## config.mk

```make
export PLATFORM = sky130hd
export DESIGN_NAME = plane_min_max_rms_statistics
export DESIGN_NICKNAME = d
export VERILOG_FILES = /design/src/rtl/core/pmmrs_pkg.sv /design/src/rtl/core/pmmrs_queue.sv /design/src/rtl/core/pmmrs_front.sv /design/src/rtl/core/pmmrs_back.sv /design/src/rtl/core/plane_min_max_rms_statistics.sv
export VERILOG_INCLUDE_DIRS = /design/src /design/src/rtl/core
export SDC_FILE = /design/constraint.sdc
export NUM_CORES = 2
export LEC_CHECK = 0
export BUFFER_PORTS_ARGS = -buffer_cell sky130_fd_sc_hd__buf_4
export CORE_ASPECT_RATIO = 2
export CORE_MARGIN = 2
export CORE_UTILIZATION = 41
export DETAILED_ROUTE_END_ITERATION = 6
export GPL_ROUTABILITY_DRIVEN = 0
export MAX_ROUTING_LAYER = met4
export PLACE_DENSITY = 0.56
export SETUP_SLACK_MARGIN = 0.1
export SLEW_MARGIN = 20
export SYNTH_ARGS = -nofsm -noshare
export SYNTH_HDL_FRONTEND = slang
export SYNTH_SLANG_ARGS = --single-unit
```

## constraint.sdc

```tcl
create_clock -name clk -period 23.6 [get_ports clk]
set_input_delay 1.18 -clock clk [delete_from_list [all_inputs] [get_ports clk]]
set_output_delay 1.18 -clock clk [all_outputs]
set_load 0.01 [all_outputs]
```

## src/rtl/core/plane_min_max_rms_statistics_defines.svh

```systemverilog
// Assertion macros shared by the RTL of the plane statistics block.
`ifndef PLANE_MIN_MAX_RMS_STATISTICS_DEFINES_SVH
`define PLANE_MIN_MAX_RMS_STATISTICS_DEFINES_SVH

// Same-cycle implication, disabled while reset is asserted.
`define PMMRS_ASSERT(label, clk, rst_n, ante, cons) \
	label: assert property (@(posedge clk) disable iff (!rst_n) (ante) |-> (cons)) \
		else $error("pmmrs assertion failed");

// Next-cycle implication, disabled while reset is asserted.
`define PMMRS_ASSERT_NEXT(label, clk, rst_n, ante, cons) \
	label: assert property (@(posedge clk) disable iff (!rst_n) (ante) |=> (cons)) \
		else $error("pmmrs assertion failed");

`endif

```

## src/rtl/core/pmmrs_pkg.sv

```systemverilog
package pmmrs_pkg;

	localparam int unsigned SW     = 24;
	localparam int unsigned CW     = 25;
	localparam int unsigned NW     = 12;
	localparam int unsigned SUMW   = 64;
	localparam int unsigned SQW    = 48;
	localparam int unsigned RMSW   = 23;
	localparam int unsigned ROOTW  = 32;
	localparam int unsigned STEP_W = 6;

	localparam int unsigned Q_DEPTH = 4;
	localparam int unsigned QPW     = $clog2(Q_DEPTH);
	localparam int unsigned QCW     = $clog2(Q_DEPTH + 1);

	localparam logic signed [SW-1:0] S_MAX   = 24'sh7FFFFF;
	localparam logic signed [SW-1:0] S_MIN   = 24'sh800000;
	localparam logic [CW-1:0]        CNT_MAX = 25'h1FFFFFF;
	localparam logic [RMSW-1:0]      RMS_MAX = 23'h7FFFFF;

	localparam logic [STEP_W-1:0] DIV_LAST  = 6'd63;
	localparam logic [STEP_W-1:0] ROOT_LAST = 6'd31;

	// One completed plane as it travels from the front to the back.
	typedef struct packed {
		logic [NW-1:0]          plane_number;
		logic signed [SW-1:0]   plane_low;
		logic signed [SW-1:0]   plane_high;
		logic                   is_final;
		logic signed [SW-1:0]   total_low;
		logic signed [SW-1:0]   total_high;
		logic [CW-1:0]          good_count;
		logic [CW-1:0]          blank_count;
		logic [SUMW-1:0]        square_sum;
	} rec_t;

	// One result as presented on the output channel.
	typedef struct packed {
		logic [NW-1:0]          plane_number;
		logic signed [SW-1:0]   plane_low;
		logic signed [SW-1:0]   plane_high;
		logic                   is_final;
		logic signed [SW-1:0]   total_low;
		logic signed [SW-1:0]   total_high;
		logic [CW-1:0]          good_count;
		logic [CW-1:0]          blank_count;
		logic [RMSW-1:0]        rms_value;
		logic                   no_valid;
		logic                   sum_saturated;
	} result_t;

	typedef struct packed {
		logic           empty;
		logic           full;
		logic [QCW-1:0] count;
	} q_status_t;

	typedef enum logic [1:0] {
		B_IDLE,
		B_DIV,
		B_ROOT,
		B_EMIT
	} back_state_t;

endpackage

```

## src/rtl/core/pmmrs_queue.sv

```systemverilog
`include "plane_min_max_rms_statistics_defines.svh"

module pmmrs_queue import pmmrs_pkg::*; (
	input  logic      clk,
	input  logic      arst_n,
	input  logic      push,
	input  rec_t      push_data,
	input  logic      pop,
	output rec_t      head,
	output q_status_t status
);

	rec_t            entry_q [Q_DEPTH];
	logic [QPW-1:0]  wr_ptr_q;
	logic [QPW-1:0]  rd_ptr_q;
	logic [QCW-1:0]  count_q;

	always_ff @(posedge clk) begin
		if (push) begin
			entry_q[wr_ptr_q] <= push_data;
		end
	end

	always_ff @(posedge clk or negedge arst_n) begin
		if (!arst_n) begin
			wr_ptr_q <= '0;
			rd_ptr_q <= '0;
			count_q  <= '0;
		end else begin
			if (push) begin
				wr_ptr_q <= wr_ptr_q + 1'b1;
			end
			if (pop) begin
				rd_ptr_q <= rd_ptr_q + 1'b1;
			end
			case ({push, pop})
				2'b10:   count_q <= count_q + 1'b1;
				2'b01:   count_q <= count_q - 1'b1;
				default: count_q <= count_q;
			endcase
		end
	end

	assign head         = entry_q[rd_ptr_q];
	assign status.count = count_q;
	assign status.empty = (count_q == '0);
	assign status.full  = (count_q == QCW'(Q_DEPTH));

	`PMMRS_ASSERT(q_no_overflow, clk, arst_n, push, count_q != QCW'(Q_DEPTH))
	`PMMRS_ASSERT(q_no_underflow, clk, arst_n, pop, count_q != '0)

endmodule

```

## src/rtl/core/pmmrs_front.sv

```systemverilog
`include "plane_min_max_rms_statistics_defines.svh"

module pmmrs_front import pmmrs_pkg::*; #(
	parameter int unsigned MAX_PLANES = 4096
) (
	input  logic                 clk,
	input  logic                 arst_n,
	input  logic                 in_valid,
	output logic                 in_ready,
	input  logic signed [SW-1:0] sample,
	input  logic                 is_blank,
	input  logic                 last,
	input  logic [CW-1:0]        plane_size,
	input  q_status_t            qs,
	output logic                 push,
	output rec_t                 push_data
);

	localparam int unsigned PCW = (MAX_PLANES > 1) ? $clog2(MAX_PLANES) : 1;

	logic                 s1_valid;
	logic signed [SW-1:0] sample_s1;
	logic                 blank_s1;
	logic                 last_s1;
	logic [SQW-1:0]       sq_s1;

	logic [CW-1:0]        in_plane_count_q, in_plane_count_d, cnt_u;
	logic [PCW-1:0]       plane_counter_q, plane_counter_d;
	logic signed [SW-1:0] plane_min_q, plane_min_d, plane_min_u;
	logic signed [SW-1:0] plane_max_q, plane_max_d, plane_max_u;
	logic signed [SW-1:0] global_min_q, global_min_d, global_min_u;
	logic signed [SW-1:0] global_max_q, global_max_d, global_max_u;
	logic [SUMW-1:0]      square_sum_q, square_sum_d, square_sum_u;
	logic [CW-1:0]        valid_total_q, valid_total_d, valid_total_u;
	logic [CW-1:0]        blank_total_q, blank_total_d, blank_total_u;

	logic [SW-1:0]        mag;
	logic [SUMW:0]        sum_ext;
	logic [CW-1:0]        size;
	logic [PCW+NW-1:0]    pc_ext;
	logic                 accept;

	// Two free slots cover the sample already sitting in stage one.
	assign in_ready = (qs.count <= QCW'(Q_DEPTH - 2));
	assign accept   = in_valid && in_ready;
	assign mag      = sample[SW-1] ? (~sample + 1'b1) : sample;

	always_ff @(posedge clk or negedge arst_n) begin
		if (!arst_n) begin
			s1_valid <= 1'b0;
		end else begin
			s1_valid <= accept;
		end
	end

	always_ff @(posedge clk) begin
		if (accept) begin
			sample_s1 <= sample;
			blank_s1  <= is_blank;
			last_s1   <= last;
			sq_s1     <= SQW'(mag) * SQW'(mag);
		end
	end

	always_comb begin
		size    = (plane_size == '0) ? CW'(1) : plane_size;
		sum_ext = {1'b0, square_sum_q} + {{(SUMW-SQW+1){1'b0}}, sq_s1};
		pc_ext  = {{NW{1'b0}}, plane_counter_q};

		cnt_u         = in_plane_count_q;
		plane_min_u   = plane_min_q;
		plane_max_u   = plane_max_q;
		global_min_u  = global_min_q;
		global_max_u  = global_max_q;
		square_sum_u  = square_sum_q;
		valid_total_u = valid_total_q;
		blank_total_u = blank_total_q;

		if (s1_valid) begin
			if (blank_s1) begin
				if (blank_total_q != CNT_MAX) begin
					blank_total_u = blank_total_q + 1'b1;
				end
			end else begin
				if (sample_s1 < plane_min_q)  plane_min_u  = sample_s1;
				if (sample_s1 > plane_max_q)  plane_max_u  = sample_s1;
				if (sample_s1 < global_min_q) global_min_u = sample_s1;
				if (sample_s1 > global_max_q) global_max_u = sample_s1;
				square_sum_u = sum_ext[SUMW] ? '1 : sum_ext[SUMW-1:0];
				if (valid_total_q != CNT_MAX) begin
					valid_total_u = valid_total_q + 1'b1;
				end
			end
			if (in_plane_count_q != CNT_MAX) begin
				cnt_u = in_plane_count_q + 1'b1;
			end
		end

		push = s1_valid && (last_s1 || (cnt_u >= size));

		push_data              = '0;
		push_data.plane_number = pc_ext[NW-1:0];
		push_data.plane_low    = plane_min_u;
		push_data.plane_high   = plane_max_u;
		if (last_s1) begin
			push_data.is_final    = 1'b1;
			push_data.total_low   = global_min_u;
			push_data.total_high  = global_max_u;
			push_data.good_count  = valid_total_u;
			push_data.blank_count = blank_total_u;
			push_data.square_sum  = square_sum_u;
		end

		in_plane_count_d = cnt_u;
		plane_counter_d  = plane_counter_q;
		plane_min_d      = plane_min_u;
		plane_max_d      = plane_max_u;
		global_min_d     = global_min_u;
		global_max_d     = global_max_u;
		square_sum_d     = square_sum_u;
		valid_total_d    = valid_total_u;
		blank_total_d    = blank_total_u;

		if (push) begin
			in_plane_count_d = '0;
			plane_min_d      = S_MAX;
			plane_max_d      = S_MIN;
			if (last_s1) begin
				plane_counter_d = '0;
				global_min_d    = S_MAX;
				global_max_d    = S_MIN;
				square_sum_d    = '0;
				valid_total_d   = '0;
				blank_total_d   = '0;
			end else if (plane_counter_q == PCW'(MAX_PLANES - 1)) begin
				plane_counter_d = '0;
			end else begin
				plane_counter_d = plane_counter_q + 1'b1;
			end
		end
	end

	always_ff @(posedge clk or negedge arst_n) begin
		if (!arst_n) begin
			in_plane_count_q <= '0;
			plane_counter_q  <= '0;
			plane_min_q      <= S_MAX;
			plane_max_q      <= S_MIN;
			global_min_q     <= S_MAX;
			global_max_q     <= S_MIN;
			square_sum_q     <= '0;
			valid_total_q    <= '0;
			blank_total_q    <= '0;
		end else begin
			in_plane_count_q <= in_plane_count_d;
			plane_counter_q  <= plane_counter_d;
			plane_min_q      <= plane_min_d;
			plane_max_q      <= plane_max_d;
			global_min_q     <= global_min_d;
			global_max_q     <= global_max_d;
			square_sum_q     <= square_sum_d;
			valid_total_q    <= valid_total_d;
			blank_total_q    <= blank_total_d;
		end
	end

	`PMMRS_ASSERT_NEXT(fe_clear_after_last, clk, arst_n, s1_valid && last_s1,
		(valid_total_q == '0) && (in_plane_count_q == '0) && (square_sum_q == '0))

endmodule

```

## src/rtl/core/pmmrs_back.sv

```systemverilog
`include "plane_min_max_rms_statistics_defines.svh"

module pmmrs_back import pmmrs_pkg::*; (
	input  logic      clk,
	input  logic      arst_n,
	input  q_status_t qs,
	input  rec_t      head,
	output logic      pop,
	input  logic      out_ready,
	output logic      out_valid,
	output result_t   out_data
);

	back_state_t       state_q, state_d;
	logic [STEP_W-1:0] step_q;
	logic [SUMW-1:0]   work_q;
	logic [CW-1:0]     rem_div_q;
	logic [ROOTW-1:0]  root_q;
	logic [ROOTW:0]    rem_root_q;
	rec_t              rec_q;
	result_t           out_q;
	logic              out_valid_q;

	logic              out_free;
	logic              load_plain;
	logic              load_final;
	logic              take_final;

	logic [CW:0]       div_sh;
	logic [CW:0]       div_d;
	logic              div_bit;
	logic [CW:0]       div_rem;
	logic [ROOTW+2:0]  root_sh;
	logic [ROOTW+2:0]  root_trial;
	logic              root_bit;
	logic [ROOTW+2:0]  root_rem;

	assign out_free = !out_valid_q || out_ready;

	// Restoring divide, one quotient bit per cycle.
	assign div_sh  = {rem_div_q, work_q[SUMW-1]};
	assign div_d   = {1'b0, rec_q.good_count};
	assign div_bit = (div_sh >= div_d);
	assign div_rem = div_bit ? (div_sh - div_d) : div_sh;

	// Digit-by-digit square root, one root bit per cycle.
	assign root_sh    = {rem_root_q, work_q[SUMW-1:SUMW-2]};
	assign root_trial = {1'b0, root_q, 2'b01};
	assign root_bit   = (root_sh >= root_trial);
	assign root_rem   = root_bit ? (root_sh - root_trial) : root_sh;

	always_ff @(posedge clk or negedge arst_n) begin
		if (!arst_n) begin
			state_q <= B_IDLE;
		end else begin
			state_q <= state_d;
		end
	end

	always_comb begin
		state_d    = state_q;
		pop        = 1'b0;
		load_plain = 1'b0;
		load_final = 1'b0;
		take_final = 1'b0;
		case (state_q)
			B_IDLE: begin
				if (!qs.empty) begin
					if (head.is_final) begin
						pop        = 1'b1;
						take_final = 1'b1;
						state_d    = (head.good_count == '0) ? B_EMIT : B_DIV;
					end else if (out_free) begin
						pop        = 1'b1;
						load_plain = 1'b1;
					end
				end
			end
			B_DIV: begin
				if (step_q == DIV_LAST) begin
					state_d = B_ROOT;
				end
			end
			B_ROOT: begin
				if (step_q == ROOT_LAST) begin
					state_d = B_EMIT;
				end
			end
			B_EMIT: begin
				if (out_free) begin
					load_final = 1'b1;
					state_d    = B_IDLE;
				end
			end
			default: begin
				state_d = B_IDLE;
			end
		endcase
	end

	always_ff @(posedge clk or negedge arst_n) begin
		if (!arst_n) begin
			step_q      <= '0;
			out_valid_q <= 1'b0;
		end else begin
			if (load_plain || load_final) begin
				out_valid_q <= 1'b1;
			end else if (out_ready) begin
				out_valid_q <= 1'b0;
			end
			if (take_final || ((state_q == B_ROOT) && (step_q == ROOT_LAST))) begin
				step_q <= '0;
			end else if ((state_q == B_DIV) || (state_q == B_ROOT)) begin
				step_q <= step_q + 1'b1;
			end
		end
	end

	always_ff @(posedge clk) begin
		if (take_final) begin
			rec_q     <= head;
			work_q    <= head.square_sum;
			rem_div_q <= '0;
		end
		if (state_q == B_DIV) begin
			work_q    <= {work_q[SUMW-2:0], div_bit};
			rem_div_q <= div_rem[CW-1:0];
			if (step_q == DIV_LAST) begin
				root_q     <= '0;
				rem_root_q <= '0;
			end
		end
		if (state_q == B_ROOT) begin
			work_q     <= {work_q[SUMW-3:0], 2'b00};
			root_q     <= {root_q[ROOTW-2:0], root_bit};
			rem_root_q <= root_rem[ROOTW:0];
		end
		if (load_plain) begin
			out_q.plane_number  <= head.plane_number;
			out_q.plane_low     <= head.plane_low;
			out_q.plane_high    <= head.plane_high;
			out_q.is_final      <= 1'b0;
			out_q.total_low     <= '0;
			out_q.total_high    <= '0;
			out_q.good_count    <= '0;
			out_q.blank_count   <= '0;
			out_q.rms_value     <= '0;
			out_q.no_valid      <= 1'b0;
			out_q.sum_saturated <= 1'b0;
		end
		if (load_final) begin
			out_q.plane_number  <= rec_q.plane_number;
			out_q.plane_low     <= rec_q.plane_low;
			out_q.plane_high    <= rec_q.plane_high;
			out_q.is_final      <= 1'b1;
			out_q.total_low     <= rec_q.total_low;
			out_q.total_high    <= rec_q.total_high;
			out_q.good_count    <= rec_q.good_count;
			out_q.blank_count   <= rec_q.blank_count;
			out_q.no_valid      <= (rec_q.good_count == '0);
			out_q.sum_saturated <= (rec_q.square_sum == '1);
			if (rec_q.good_count == '0) begin
				out_q.rms_value <= '0;
			end else if (root_q > ROOTW'(RMS_MAX)) begin
				out_q.rms_value <= RMS_MAX;
			end else begin
				out_q.rms_value <= root_q[RMSW-1:0];
			end
		end
	end

	assign out_valid = out_valid_q;
	assign out_data  = out_q;

	`PMMRS_ASSERT(bk_div_nonzero, clk, arst_n, state_q == B_DIV, rec_q.good_count != '0)
	`PMMRS_ASSERT(bk_pop_idle, clk, arst_n, pop, state_q == B_IDLE)
	`PMMRS_ASSERT(bk_load_free, clk, arst_n, load_plain || load_final, out_free)

endmodule

```

## src/rtl/core/plane_min_max_rms_statistics.sv

```systemverilog
// Per-plane and global minimum, maximum and RMS statistics over a data cube.
// Samples arrive on the input channel (in_valid/in_ready) in raster order, one
// request per sample, with a blank flag and a flag on the final sample.
// A result request leaves on the output channel (out_valid/out_ready) each time
// plane_size samples complete a plane, and for the sample flagged last.
// The user must write plane_size through plane_size_we only while the block is idle; the block does not enforce it.
// Throughput is one sample per cycle while in_ready is high; a closing sample
// passes the stage-one register, then the queue, then the output register.
// The final record takes a restoring divide of the square sum by the good count,
// a square root of the quotient and a load of the output register; when no
// sample was valid the divide and the root are skipped.
// Meanwhile the four-entry queue keeps taking plane records; with one-sample
// planes four further samples get in before in_ready falls.
// A stalled receiver holds the output register; the queue then fills and
// in_ready drops until results are taken again.
// Reset clears every statistic, sets plane_size to one and empties the queue.
module plane_min_max_rms_statistics import pmmrs_pkg::*; #(
	parameter int unsigned MAX_PLANES = 4096
) (
	input  logic                 clk,
	input  logic                 arst_n,
	input  logic                 plane_size_we,
	input  logic [CW-1:0]        plane_size,
	input  logic                 in_valid,
	output logic                 in_ready,
	input  logic signed [SW-1:0] sample,
	input  logic                 is_blank,
	input  logic                 last,
	output logic                 out_valid,
	input  logic                 out_ready,
	output logic [NW-1:0]        plane_number,
	output logic signed [SW-1:0] plane_low,
	output logic signed [SW-1:0] plane_high,
	output logic                 is_final,
	output logic signed [SW-1:0] total_low,
	output logic signed [SW-1:0] total_high,
	output logic [CW-1:0]        good_count,
	output logic [CW-1:0]        blank_count,
	output logic [RMSW-1:0]      rms_value,
	output logic                 no_valid,
	output logic                 sum_saturated
);

	logic [CW-1:0] plane_size_q;
	q_status_t     qs;
	logic          push;
	rec_t          push_data;
	logic          pop;
	rec_t          head;
	result_t       out_data;

	// The plane size register; a value of zero is treated as one downstream.
	always_ff @(posedge clk or negedge arst_n) begin
		if (!arst_n) begin
			plane_size_q <= CW'(1);
		end else if (plane_size_we) begin
			plane_size_q <= plane_size;
		end
	end

	// The front end squares each sample, updates the running statistics and
	// queues a record whenever a plane closes.
	pmmrs_front #(
		.MAX_PLANES(MAX_PLANES)
	) u_front (
		.clk        (clk),
		.arst_n     (arst_n),
		.in_valid   (in_valid),
		.in_ready   (in_ready),
		.sample     (sample),
		.is_blank   (is_blank),
		.last       (last),
		.plane_size (plane_size_q),
		.qs         (qs),
		.push       (push),
		.push_data  (push_data)
	);

	// The queue decouples the sample stream from the slow final computation.
	pmmrs_queue u_queue (
		.clk       (clk),
		.arst_n    (arst_n),
		.push      (push),
		.push_data (push_data),
		.pop       (pop),
		.head      (head),
		.status    (qs)
	);

	// The back end forwards plane records and works out the RMS of the final one.
	pmmrs_back u_back (
		.clk       (clk),
		.arst_n    (arst_n),
		.qs        (qs),
		.head      (head),
		.pop       (pop),
		.out_ready (out_ready),
		.out_valid (out_valid),
		.out_data  (out_data)
	);

	assign plane_number  = out_data.plane_number;
	assign plane_low     = out_data.plane_low;
	assign plane_high    = out_data.plane_high;
	assign is_final      = out_data.is_final;
	assign total_low     = out_data.total_low;
	assign total_high    = out_data.total_high;
	assign good_count    = out_data.good_count;
	assign blank_count   = out_data.blank_count;
	assign rms_value     = out_data.rms_value;
	assign no_valid      = out_data.no_valid;
	assign sum_saturated = out_data.sum_saturated;

endmodule
```

Yosys cells after proc, flatten, opt, wreduce, memory -nomap -nowiden
Memory sizes are Yosys's and may differ from the RTL's.
Index checks and enable logic that the tools add are counted.
{"block": "word_totals", "reg_bits": 923, "latch_bits": 0, "ram_bits": 892, "rom_bits": 0, "in_bits": 56, "out_inout_bits": 186, "word_cells": 194, "mem_count": 1}
{"memory": "u_queue.entry_q", "depth": 4, "width": 223, "rd": 1, "rd_clocked_by_memory_dff": 0, "write_ports": 1, "line": "pmmrs_queue.sv:13", "text": "rec_t entry_q [Q_DEPTH];"}
{"block": "classes", "n_addsub": 13, "multipliers": 1, "div_mod_pow": 0, "n_lt_le_gt_ge": 9, "eq_ne": 17, "shifts": 0, "mux": 83, "n_bitwise": 1, "n_reduce_logical": 24}
{"op": "2-to-1 mux 64 bit", "count": 8}
{"op": "2-to-1 mux 24 bit", "count": 19}
{"op": "2-to-1 mux 25 bit", "count": 17}
{"op": "2-to-1 mux 184 bit", "count": 2}
{"op": "2-to-1 mux 163 bit", "count": 1}
{"op": "2-to-1 mux 33 bit", "count": 4}
{"op": "2-to-1 mux 32 bit", "count": 3}
{"op": "adder 25 x 1 -> 25 bit (second input constant)", "count": 3}
{"op": "zero test 25 bit", "count": 3}
{"op": "!= test 25 bit (second input constant)", "count": 3}
{"op": "adder 64 x 48 -> 65 bit", "count": 1}
{"op": "== test 64 bit (second input constant)", "count": 1}
{"op": "> comparator 24 bit", "count": 2}
{"op": "< comparator 24 bit", "count": 2}
{"op": "multiplier 24 x 24 -> 48 bit", "count": 1}
{"op": "2-to-1 mux 23 bit", "count": 2}
{"op": "greater-or-equal comparator 35 x 34 -> 1 bit", "count": 1}
{"op": "subtractor 33 bit", "count": 1}
{"op": "> comparator 32 x 23 -> 1 bit (second input constant)", "count": 1}
{"op": "greater-or-equal comparator 26 x 25 -> 1 bit", "count": 1}
{"op": "greater-or-equal comparator 25 bit", "count": 1}
{"op": "subtractor 25 bit", "count": 1}
{"op": "adder 24 x 1 -> 24 bit (second input constant)", "count": 1}
{"op": "2-to-1 mux 12 bit", "count": 2}
{"op": "28 further kinds", "count": 67}

Depth between registers and ports, before layout
{"block": "depth", "depth_word": 8, "ltp_mapped": 37, "mapped_depth_nobuf": 34}

By module
Synthesis repeated with hierarchy kept, for this count alone.
{"block": "hier_totals", "cells_unflattened": 7212, "area_unflattened_um2": 95272.6}
{"mod": "pmmrs_front", "instances": 1, "cells_per_inst": 4071, "area_per_inst_um2": 36765.3, "seq_area_each_um2": 8428.1}
{"mod": "pmmrs_queue", "instances": 1, "cells_per_inst": 1202, "area_per_inst_um2": 32557.5, "seq_area_each_um2": 26960.9}
{"mod": "pmmrs_back", "instances": 1, "cells_per_inst": 1886, "area_per_inst_um2": 24915.1, "seq_area_each_um2": 17011.3}
{"mod": "plane_min_max_rms_statistics", "instances": 1, "cells_per_inst": 53, "area_per_inst_um2": 1034.7, "seq_area_each_um2": 626.9}

Least setup slack after synthesis
OpenSTA, ideal clock, no wires.
{"block": "synth_timing", "kind": "input to register", "startpoint": "input out_ready", "endpoint": "register, netlist name u_back.out_data[0]", "setup_time_ns": 0.980, "arrival_ns": 14.406, "required_ns": 22.620, "path_slack_ns": 8.213, "path_stages": 4, "n_path_buf": 1, "cell_sequence": "nand2b_1 -> clkbuf_1 -> nand3_1 -> o21ai_0"}
{"block": "synth_via", "elab_chain_cells": 6, "word_cells_on_any_way": 7, "cone_classes": "mux: 5; reduce/logical: 2"}
{"item": "from (decl)", "line": "plane_min_max_rms_statistics.sv:30", "text": "input logic out_ready,"}
{"item": "logical OR 1 bit *", "line": "pmmrs_back.sv:38", "text": "assign out_free = !out_valid_q || out_ready;"}
{"item": "2-to-1 mux 1 bit *", "line": "pmmrs_back.sv:73, pmmrs_back.sv:90"}
{"item": "2-to-1 mux 1 bit", "line": "pmmrs_back.sv:69", "text": "if (head.is_final) begin"}
{"item": "2-to-1 mux 1 bit", "line": "pmmrs_back.sv:68", "text": "if (!qs.empty) begin"}
{"item": "2-to-1 mux 1 bit", "line": "pmmrs_back.sv:66", "text": "case (state_q)"}
{"item": "nonzero test 2 bit (no line) *"}
Mark *: on every way between the ends. The rest lies on a longest branch, timed or not.
A chain may end at the register's enable or synchronous reset.

Worst setup path in the final report
{"block": "layout_timing", "startpoint": "input sample[3]", "endpoint": "register u_front.sq_s1[43] (data pin)"}
{"block": "layout_via", "elab_chain_cells": 4}
{"item": "from (decl)", "line": "plane_min_max_rms_statistics.sv:26", "text": "input logic signed [SW-1:0] sample,"}
{"item": "NOT 24 bit", "line": "pmmrs_front.sv:46", "text": "assign mag = sample[SW-1] ? (~sample + 1'b1) : sample;"}
{"item": "adder 24 x 1 -> 24 bit", "line": "pmmrs_front.sv:46"}
{"item": "2-to-1 mux 24 bit *", "line": "pmmrs_front.sv:46"}
{"item": "multiplier 24 x 24 -> 48 bit *", "line": "pmmrs_front.sv:61", "text": "sq_s1 <= SQW'(mag) * SQW'(mag);"}
{"item": "to (signal assigned)", "line": "pmmrs_front.sv:61"}
{"item": "to (decl)", "line": "pmmrs_front.sv:25", "text": "logic [SQW-1:0] sq_s1;"}
Marks and branches as above.

==> results.toml <==
[cts]
cts_buffers = 172
holdBufCountCts = 0
htree_levels = 4
clk_path_buf_depth = 4
cts.sinks = 1813
cts_tree = "yes"
clk_latency_ns = 0.85
cts.reportedPaths.clkPinSlew_ns = 0.07
cts_root_buf = "clkbuf_16"
cts_setup_buffers = 0
cts-resized-gates = 0

[timing]
setup_viol = 0
period_needed_ns = 10.55
worstMarginPinSlew_ns = 1.15
final.period_utilization_pct = 44.7
fin_hold_ws_ns = 0.354
fin_skew_ns = 0.0937
tns_ns = 0
max-slew-margin-rel_pct = 22.7
rsz0062_at_grt = "false"
final-max-slew-violation-count = 0
finalHoldViolCount = 0
max_freq_mhz = 94.8

[floorplanning]
dieArea_mm2 = 0.233
dieWidth_um = 342
coreArea_mm2 = 0.228
num_rows = 248
ioPinCount = 242
start_util_pct = 41.2
fp.dieH_um = 680

[cells_and_area]
layout-drive-gt1-share_pct = 13.4
fill_cells = 20500
area_growth_pct = 12.3
final_core_util_pct = 46.2
final_net_count = 8195

[setup_path]
slowest_stage = "o41ai_1"
cp_slowest_stage_delay_ns = 0.87
endpoint_kind = "flop"
worstSetupPathType = "in -> reg"
worstPathMaxFanout = 16
crit_buf_inv = 9
cp_common_cell = "inv_1"
required_ns = 24.15
arrival_ns = 11.10
start_kind = "input pin"
cp_top_family = "adder cells"

[placed_design]
place_hpwl_mm = 171
port_buffers = 241

[drt]
vias = 56300
route.detailed.drc = 0
wl_per_cell_um = 23.5
drtIter0Drc = 3468
antenna_left = 0
dr.pass1.iters = 6
via_per_inst = 5.40
totalWireLength_mm = 245

[global_routing]
globalRouteOverflowTotal = 0
antenna_found_initial = 7
grt_use_total_pct = 21.8
grt_start_max_net_pins = 140
first_global_vias = 60900
grt_pass1_wl_mm = 371

[logic_synthesis]
synth_area_leaders = "edfxtp_1 49%, fa_1 9.1%, dfrtp_1 6.4%, ha_1 5.5%, mux4_2 5.4%"
ys.flop_type = "edfxtp_1"
async_flop_share_pct = 15.9
syn_area_per_cell_um2 = 13.3
synth_warnings = 0
yosys.cell_count.top_type = "edfxtp_1"
synth_top_area_share_pct = 48.7
synth_edf_count = 1521
syn_inst = 7065
synth_cell_types = 91
synthTopCellsByCount = "1,521 x edfxtp_1, 798 x inv_1, 627 x nor2_1, 543 x nand2_1, 426 x fa_1"
synth-seq-cells = 1813
yosysTopAreaCell = "edfxtp_1"
synth-seq-area-share_pct = 56.5
netlist_area_mm2 = 0.0938

[run]
maxCapViolCount = 0

[run_status]
status = "finished clean"

[min_path]
min_path_type = "in -> async"
routing by layer:
metal	vias up	routed length, um	GRT usage, %
met5	-	0	-
met4	0	14200	11.1
met3	602	9280	2.17
met2	1379	134000	40.1
met1	28900	87800	22.8
li1	25500	-	-
final timing paths:
kind	start	to	slack, ns	cells after the start
min in group clk	u_queue.count_q[2]	u_queue.count_q[2]	0.50	1
hold reg to reg	u_queue.count_q[2]	u_queue.count_q[2]	0.50	1
setup / recovery	sample[3]	u_front.sq_s1[43]	13.05	32
hold / removal	arst_n	plane_size_q[15]	0.35	1
setup reg to reg	u_front.in_plane_count_q[11]	u_queue.entry_q[0][82]	16.09	20
max in group asynchronous	arst_n	u_queue.rd_ptr_q[0]	20.79	3
cells by family (layout without fill, tap and decap cells):
kind of cell | count (synthesis) | count (layout) | synth area share (%)
AOI/OAI and AO/OA | 806 | 806 | 5.48
xor gates and xnor gates | 256 | 256 | 2.39
adders and majority gates | 836 | 836 | 14.6
buffers and inverters | 1090 | 1449 | 4.41
DFF | 1813 | 1813 | 56.5
muxes | 440 | 440 | 7.74
other | 2 | 20 | 0.00801
and+or+nand+nor | 1822 | 1822 | 8.86
per-stage QoR:
stage,cells,cell area [um2],worst slack [ns]
final,10400,105000,13.05
after global routing,10400,105000,12.52
after CTS,10400,105000,13.27
after detailed placement,10100,99300,12.41
after global placement,10100,99300,12.48
after floorplan,7080,93800,8.21
registers in the layout, summed over array words and instances, names as in the netlist, 25 cells and up:
signal / cells
u_back.rem_div_q: 25
u_back.root_q: 32
u_back.rec_q: 197
u_back.work_q: 64
u_back.out_data: 184
u_back.rem_root_q: 33
u_front.in_plane_count_q: 25
u_queue.entry_q: 892
plane_size_q: 25
u_front.valid_total_q: 25
u_front.blank_total_q: 25
u_back.div_d: 25
u_front.sq_s1: 47
u_front.square_sum_q: 64
placed cells by master (no fill, tap or decap), types with 61 or more instances in the layout:
master	instances
nor2_1	624
inv_1	795
mux2i_1	165
nand2_1	541
buf_4	325
o21ai_0	200
xor2_1	92
nand4_1	98
and2_1	61
ha_1	407
fa_1	426
xnor2_1	159
and3_1	105
mux4_2	223
edfxtp_1	1521
a21o_1	97
nand3_1	134
dfrtp_1	238
clkbuf_16	174
a21oi_1	202
area by class of cell:
cell class                 count  area (um2)  share of cell area, %
multi-input combinational   4177       36800                   35.0
timing repair buffer         336        2650                   2.52
clock inverter               103        1370                   1.30
sequential                  1813       53000                   50.4
tap                         3000        3750                   3.57
clock buffer                 207        4610                   4.38
antenna                        3        7.51                0.00713
inverter                     803        3020                   2.87
worst register-to-register path, delay by kind of cell, from the launching register on:
kind / cells / cell delay, ns
buffers and inverters: 3 / 1.74
and+or+nand+nor: 12 / 3.76
adders and majority gates: 1 / 0.33
DFF: 1 / 0.38
xor gates and xnor gates: 1 / 0.18
AOI/OAI and AO/OA: 3 / 0.44
Power is left out: the tool's default activity adds up to more than one toggle a clock period on the data nets, which glitch-free logic cannot reach.
